$ cat src/hw/rtl/turtle_grid_plotter_unit_macros.svh
// ----------------------------------------------------------------------------
// Turtle grid plotter assertion macros
// Clocked assertion wrappers used by the plotter top level; compiled out with
// ASSERT_OFF.
// ----------------------------------------------------------------------------
`ifndef TURTLE_GRID_PLOTTER_UNIT_MACROS_SVH
`define TURTLE_GRID_PLOTTER_UNIT_MACROS_SVH
`ifndef ASSERT_OFF
// property holds at every edge out of reset
`define TGP_ASSERT(lbl, clk_s, rstn_s, prop, msg) \
  lbl: assert property (@(posedge clk_s) disable iff (!rstn_s) prop) else $error(msg);
// expression is never true out of reset
`define TGP_ASSERT_NEVER(lbl, clk_s, rstn_s, expr, msg) \
  lbl: assert property (@(posedge clk_s) disable iff (!rstn_s) !(expr)) else $error(msg);
`else
`define TGP_ASSERT(lbl, clk_s, rstn_s, prop, msg)
`define TGP_ASSERT_NEVER(lbl, clk_s, rstn_s, expr, msg)
`endif
`endif

$ cat src/hw/rtl/tgp_pkg.sv
// ----------------------------------------------------------------------------
// Turtle grid plotter package
// Field widths, command codes, the decoded command beat and back-end types.
// ----------------------------------------------------------------------------
package tgp_pkg;

  // grid size defaults
  localparam int GRID_ROWS_DEF = 64;
  localparam int GRID_COLS_DEF = 64;

  // fixed port field widths
  localparam int MODE_W  = 3;
  localparam int FIELD_W = 6;

  // command queue between front and back
  localparam int QUEUE_DEPTH = 2;
  localparam int QPTR_W      = (QUEUE_DEPTH > 1) ? $clog2(QUEUE_DEPTH) : 1;
  localparam int QCNT_W      = $clog2(QUEUE_DEPTH + 1);

  // input mode codes
  localparam logic [MODE_W-1:0] MODE_PEN_UP   = 3'd0;
  localparam logic [MODE_W-1:0] MODE_PEN_DOWN = 3'd1;
  localparam logic [MODE_W-1:0] MODE_TURN_R   = 3'd2;
  localparam logic [MODE_W-1:0] MODE_TURN_L   = 3'd3;
  localparam logic [MODE_W-1:0] MODE_MOVE     = 3'd4;
  localparam logic [MODE_W-1:0] MODE_READ     = 3'd5;

  // status codes
  localparam logic STATUS_DONE    = 1'b0;
  localparam logic STATUS_REFUSED = 1'b1;

  // decoded operation
  typedef enum logic [2:0] {
    OP_PEN_UP,
    OP_PEN_DOWN,
    OP_TURN_R,
    OP_TURN_L,
    OP_MOVE,
    OP_READ,
    OP_NOP
  } op_t;

  // heading, clockwise
  typedef enum logic [1:0] {
    HDG_EAST  = 2'd0,
    HDG_SOUTH = 2'd1,
    HDG_WEST  = 2'd2,
    HDG_NORTH = 2'd3
  } hdg_t;

  localparam logic [1:0] HDG_RIGHT_STEP = 2'd1;
  localparam logic [1:0] HDG_LEFT_STEP  = 2'd3;

  // one decoded command beat
  typedef struct packed {
    op_t                op;
    logic [FIELD_W-1:0] distance;
    logic [FIELD_W-1:0] query_row;
    logic [FIELD_W-1:0] query_col;
    logic               query_in_grid;
  } cmd_t;

  // back-end sequencer
  typedef enum logic [1:0] {
    BK_CLEAR,
    BK_IDLE,
    BK_MOVE,
    BK_READ
  } bk_state_t;

  typedef struct packed {
    logic clearing;
    logic moving;
  } bk_stat_t;

endpackage

$ cat src/hw/rtl/tgp_queue.sv
// ----------------------------------------------------------------------------
// Turtle grid plotter command queue
// Short register FIFO decoupling the front end from the back end.
// ----------------------------------------------------------------------------
module tgp_queue (
  input  logic                        clk,
  input  logic                        rst_n,
  input  logic                        push,
  input  tgp_pkg::cmd_t               push_data,
  output logic                        full,
  input  logic                        pop,
  output tgp_pkg::cmd_t               pop_data,
  output logic                        empty,
  output logic [tgp_pkg::QCNT_W-1:0]  count
);
  import tgp_pkg::*;

  cmd_t              ent_r [QUEUE_DEPTH];
  logic [QPTR_W-1:0] wr_ptr_r, wr_ptr_nxt;
  logic [QPTR_W-1:0] rd_ptr_r, rd_ptr_nxt;
  logic [QCNT_W-1:0] count_r, count_nxt;

  // pointer and fill count update
  always_comb begin
    wr_ptr_nxt = wr_ptr_r;
    rd_ptr_nxt = rd_ptr_r;
    count_nxt  = count_r;
    if (push) begin
      wr_ptr_nxt = (wr_ptr_r == QPTR_W'(QUEUE_DEPTH - 1)) ? '0 : wr_ptr_r + QPTR_W'(1);
    end
    if (pop) begin
      rd_ptr_nxt = (rd_ptr_r == QPTR_W'(QUEUE_DEPTH - 1)) ? '0 : rd_ptr_r + QPTR_W'(1);
    end
    if (push && !pop) begin
      count_nxt = count_r + QCNT_W'(1);
    end else if (pop && !push) begin
      count_nxt = count_r - QCNT_W'(1);
    end
  end

  always_ff @(posedge clk) begin
    if (!rst_n) begin
      wr_ptr_r <= '0;
      rd_ptr_r <= '0;
      count_r  <= '0;
    end else begin
      wr_ptr_r <= wr_ptr_nxt;
      rd_ptr_r <= rd_ptr_nxt;
      count_r  <= count_nxt;
    end
  end

  // entry storage
  always_ff @(posedge clk) begin
    if (push) begin
      ent_r[wr_ptr_r] <= push_data;
    end
  end

  assign pop_data = ent_r[rd_ptr_r];
  assign empty    = (count_r == '0);
  assign full     = (count_r == QCNT_W'(QUEUE_DEPTH));
  assign count    = count_r;

endmodule

$ cat config.mk
export PLATFORM = sky130hd
export DESIGN_NAME = tgp_queue
export DESIGN_NICKNAME = d
export VERILOG_FILES = /design/src/hw/rtl/turtle_grid_plotter_unit_macros.svh /design/src/hw/rtl/tgp_pkg.sv /design/src/hw/rtl/tgp_queue.sv
export SDC_FILE = /design/constraint.sdc
export NUM_CORES = 1
export LEC_CHECK = 0
export ABC_AREA = 1
export BUFFER_PORTS_ARGS = -buffer_cell sky130_fd_sc_hd__buf_2
export CORE_UTILIZATION = 50
export DETAILED_ROUTE_END_ITERATION = 8
export PLACE_DENSITY = 0.82
export REMOVE_ABC_BUFFERS = 1
export SYNTH_ARGS = -nofsm -noshare
export SYNTH_HDL_FRONTEND = slang
export SYNTH_SLANG_ARGS = --single-unit
$ cat constraint.sdc
create_clock -name clk -period 2 [get_ports clk]
set_clock_uncertainty 0.05 [all_clocks]
set_input_delay 0.4 -clock clk [delete_from_list [all_inputs] [get_ports clk]]
set_output_delay 0.4 -clock clk [all_outputs]
set_load 0.03 [all_outputs]
== Word level (Yosys, flattened, before mapping) ==
Memory sizes are Yosys's and may differ from the RTL's. A register that Yosys moved wholly into a read port is not among the register bits.
Cells that the tools add are included.
Storage, ports and cells
  bits in registers: 4
  bits in latches: 0
  memory bits (writable): 44
  ROM bits: 0
  bits of input ports: 26
  output and inout port bits: 26
  logic and storage cells: 23
  memories kept: 1
Memories
  ent_r: words 2, bits a word 22, rd ports 1, clocked after memory_dff 1, wr ports 1, RTL line tgp_queue.sv:18  | cmd_t ent_r [QUEUE_DEPTH];
Operators by class
  add/sub/neg operators: 4
  $mul: 0
  div/mod/pow operators: 0
  $lt $le $gt $ge: 0
  equality and inequality tests: 1
  shifts and indexed selects: 0
  mux-type cells: 8
  bitwise logic cells: 0
  reductions and logical operators: 6
Operators with widths (number)
  $mux W1: 6
  $mux W2: 2
  $add A1 B1 Y1 const B: 2
  $add A2 B1 Y2 const B: 1
  $eq A2 B2 Y1 const B: 1
  $logic_and A1 B1 Y1: 2
  $logic_not A1 Y1: 2
  $logic_not A2 Y1: 1
  $reduce_bool A2 Y1: 1
  $sub A2 B1 Y2 const B: 1

== Depth between registers and ports, before layout ==
  word-level depth: 4
  mapped depth: 8
  depth with buffers taken out: 8

== Worst setup path before layout ==
No wires, ideal clock.
  kind: input to register
  start: in push
  end: mem ent_r[0][0] (netlist bit), enable pin
  setup time: 0.401 ns
  arrival time: 1.372 ns
  data required time: 1.549 ns
  slack: 0.177 ns
  stages on the path: 2
  path buffers: 0
  cell sequence: inv_1 -> nor2_1
On the way
  longest elaborated chain between the ends: 2
Ends and longest elaborated chain
  start, declared: RTL line tgp_queue.sv:8  | input logic push,
  $mux W1: RTL line tgp_queue.sv:55  | if (push) begin
  $mux W1 (not written as such): RTL line tgp_queue.sv:56  | ent_r[wr_ptr_r] <= push_data;
  end, declared: RTL line tgp_queue.sv:18
Every way passes these cells.

==> results.cfg <==
[global_routing]
initial_antenna_violation_count = 0
grt_remaining_overflow = 0
grt_start_max_net_pins = 17
globalRouteTotalUtil_pct = 15.70
grt_pass1_vias = 1105
wire_length_of_the_first_global_routing_pass_mm = 4.540

[timing]
rsz0062_at_grt = false
timing.final.max_slew_violations = 0
timing.final.setup_violations = 0
fin_crit_sh_pct = 94.74
tightest_slew_ps = 423.9
worst_slack_ps = 105.3
post-route-min-period_ps = 1895
clock.fmax_ghz = 0.5278
final.setup.tns_ps = 0
maxSlewHeadroom_pct = 71.71
final_hold_viol_count = 0

[worst_setup_path]
critical_path_class = reg -> out
critPathRequiredTime_ps = 1550
slowest_delay_ps = 360
crit_family = buffers and inverters
data_arrival_at_the_endpoint_of_the_critical_path_ps = 1440
critical_path_peak_fanout = 13
critical_path.startpoint_type = flop
crit_chain = buf_4 > mux2_2 > buf_2
timing.critical_path.slowest_stage_cell = sky130_fd_sc_hd__mux2_2
worstSetupEndpointType = primary output
critical_path_buf_inv_count = 2

[clock_tree]
ctsRootBufferMaster = sky130_fd_sc_hd__clkbuf_4
clock_tree.htree_level_count = 2
cts_resized = 0
cts.path.max_buffers = 2
cts.reportedPaths.clkPinSlew_ps = 120
holdBufCountCts = 0
post-cts-setup-buffer-count = 0
cts_tree = done
cts_inserted_buffers = 5
clkLatencyLatePin_ps = 340
cts.sinks = 49

[pwr]
cellLeakagePower_nw = 0.8887
pwr_density_cell_mw_per_mm2 = 857.4
peakVddDrop_uv = 477.0

[placement]
pre_cts_ws_ps = 475.3
globalplace.congestion = 0.6179
portBuffers = 51
detailed_placer_s_ending_hpwl_mm = 1.941

[floorplan]
dieHeight_um = 62.32
initial_utilization_pct = 53.26
fp.dieW_um = 62.32
top_level_ports = 52
floorplan.die_area_sq_mm = 0.003884
core_area_sq_mm = 0.003416
floorplan.rows = 21

[logic_synthesis]
synthesis.instances = 103
warning_count_from_the_yosys_run = 0
synth_mux_area_share_pct = 13.62
synth.cell_area_sq_mm = 0.001819
synth-seq-area-share_pct = 78.13
synth_adder_area_share_pct = 0.6878
post_synthesis_cell_type_count = 12
synth_compound_area_share_pct = 0.5502
ff_latch_count_synth = 49
syn-mean-instance-area_sq_um = 17.66
synth-simple-area-share_pct = 4.127
post_synth_xor_area_fraction_pct = 0
synth_top_family_by_area = multiplexers

[final_layout]
top_library_cells_by_usage_in_the_layout_fill_and_taps_aside = 51 x sky130_fd_sc_hd__buf_2, 44 x sky130_fd_sc_hd__edfxtp_1, 22 x sky130_fd_sc_hd__mux2_2
mostFrequentLayoutCell = sky130_fd_sc_hd__buf_2
diodes = 0
net_count_of_the_finished_layout = 190
multiInputGateArea_sq_um = 347.8
count_of_fill_cells_added_during_filler_insertion = 273
area.growth.synth_to_final_pct = 21.66
drive_gt1_share_pct = 51.53
sequential_cell_area_sq_mm = 0.001421

[drt]
detail_route.wirelength.met1_mm = 1.068
wl_met2_mm = 1.428
drc = 0
drt_first_pass_iters = 3
first_iter_violations = 29
wl_met3_um = 166
wire_per_inst_um = 12.93
routed-via-count = 1013
via_per_inst = 4.847
routed_wirelength_mm = 2.703
postRouteAntennaNets = 0
maxUsedRoutingLayer = met4

[hold_path]
min-delay-path-class = in -> reg

[job]
drv.max_cap_violation_count = 0

[outcome]
run_status = finished, final reports clean
==> cell families (layout without fill, tap and decap cells) <==
kind of cell / count (synthesis) / in the layout
flip-flops: 49 / 49
adder cells (fa/ha/maj): 1 / 1
AO/OA/AOI/OAI: 2 / 2
buffers and inverters: 10 / 70
multiplexers: 22 / 22
AND/OR/NAND/NOR: 19 / 19
==> cell type report <==
| class | count | area share (%) |
|---|---|---|
| clock inverters | 1 | 0.2261 |
| well taps | 46 | 2.600 |
| flip-flops and latches | 49 | 64.22 |
| inverters | 8 | 1.357 |
| repair buffers | 55 | 14.02 |
| multi-input cells | 44 | 15.72 |
| clock buffers | 6 | 1.865 |
==> metrics by stage <==
| stage | instances | utilization (%) | instance area (sq um) | hold slack, ps | power (mW) |
|---|---|---|---|---|---|
| finish | 209 | 64.80 | 2213 | 185.9 | 1.898 |
| global route | 209 | 64.80 | 2213 | 168.7 | 1.982 |
| CTS | 209 | 64.80 | 2213 | 170.1 | 1.923 |
| detailed placement | 202 | 63.44 | 2167 | 441.5 | 1.534 |
| global placement | 202 | 63.44 | 2167 | 428.5 | 1.522 |
| floorplan | 101 | - | 1797 | 413.5 | 1.419 |
==> cells in the mapped netlist <==
cell type                  number  area share [%]
sky130_fd_sc_hd__nand4_1        1            0.34
sky130_fd_sc_hd__inv_1          8             1.7
sky130_fd_sc_hd__dfxtp_1        5             5.5
sky130_fd_sc_hd__mux2_2        22              14
sky130_fd_sc_hd__ha_1           1            0.69
sky130_fd_sc_hd__a21oi_1        1            0.27
sky130_fd_sc_hd__buf_6          2             1.2
sky130_fd_sc_hd__o21ai_0        1            0.27
sky130_fd_sc_hd__nand2_1        8             1.7
sky130_fd_sc_hd__nand3_1        1            0.27
sky130_fd_sc_hd__nor2_1         9             1.9
sky130_fd_sc_hd__edfxtp_1      44              73
==> path summary, 6_finish.rpt <==
check	startpoint	endpoint	slack, ps	cells after the start
worst max-delay path	flop	pop_data[6]	110	3
worst min-delay path	push_data[20]	ent_r[1][20]	190	1
worst max register to register	wr_ptr_r	ent_r[1][11]	720	3
worst min register to register	rd_ptr_r	rd_ptr_r	460	2
==> layer usage <==
| layer | vias to the layer above | global-route usage, % |
|---|---|---|
| li1 | 494 | - |
| met1 | 475 | 16.33 |
| met2 | 38 | 28.16 |
| met3 | 6 | 4.596 |
| met4 | 0 | 8.721 |
| met5 | - | 0 |
==> sequential cells by signal, summed over array words and instances (netlist names), named ones only <==
name / cells
ent_r: 44
count: 2
rd_ptr_r: 1
wr_ptr_r: 1
==> power breakdown <==
group / switching (mW) / internal, mW / total, mW / leakage, nW
Clock: 0.260 / 0.130 / 0.390 / 0.0281
Combinational: 0.198 / 0.115 / 0.313 / 0.406
Sequential: 0.0174 / 1.18 / 1.19 / 0.455
Total: 0.476 / 1.42 / 1.90 / 0.889
Note: power is estimated with default switching activity, not from simulation.
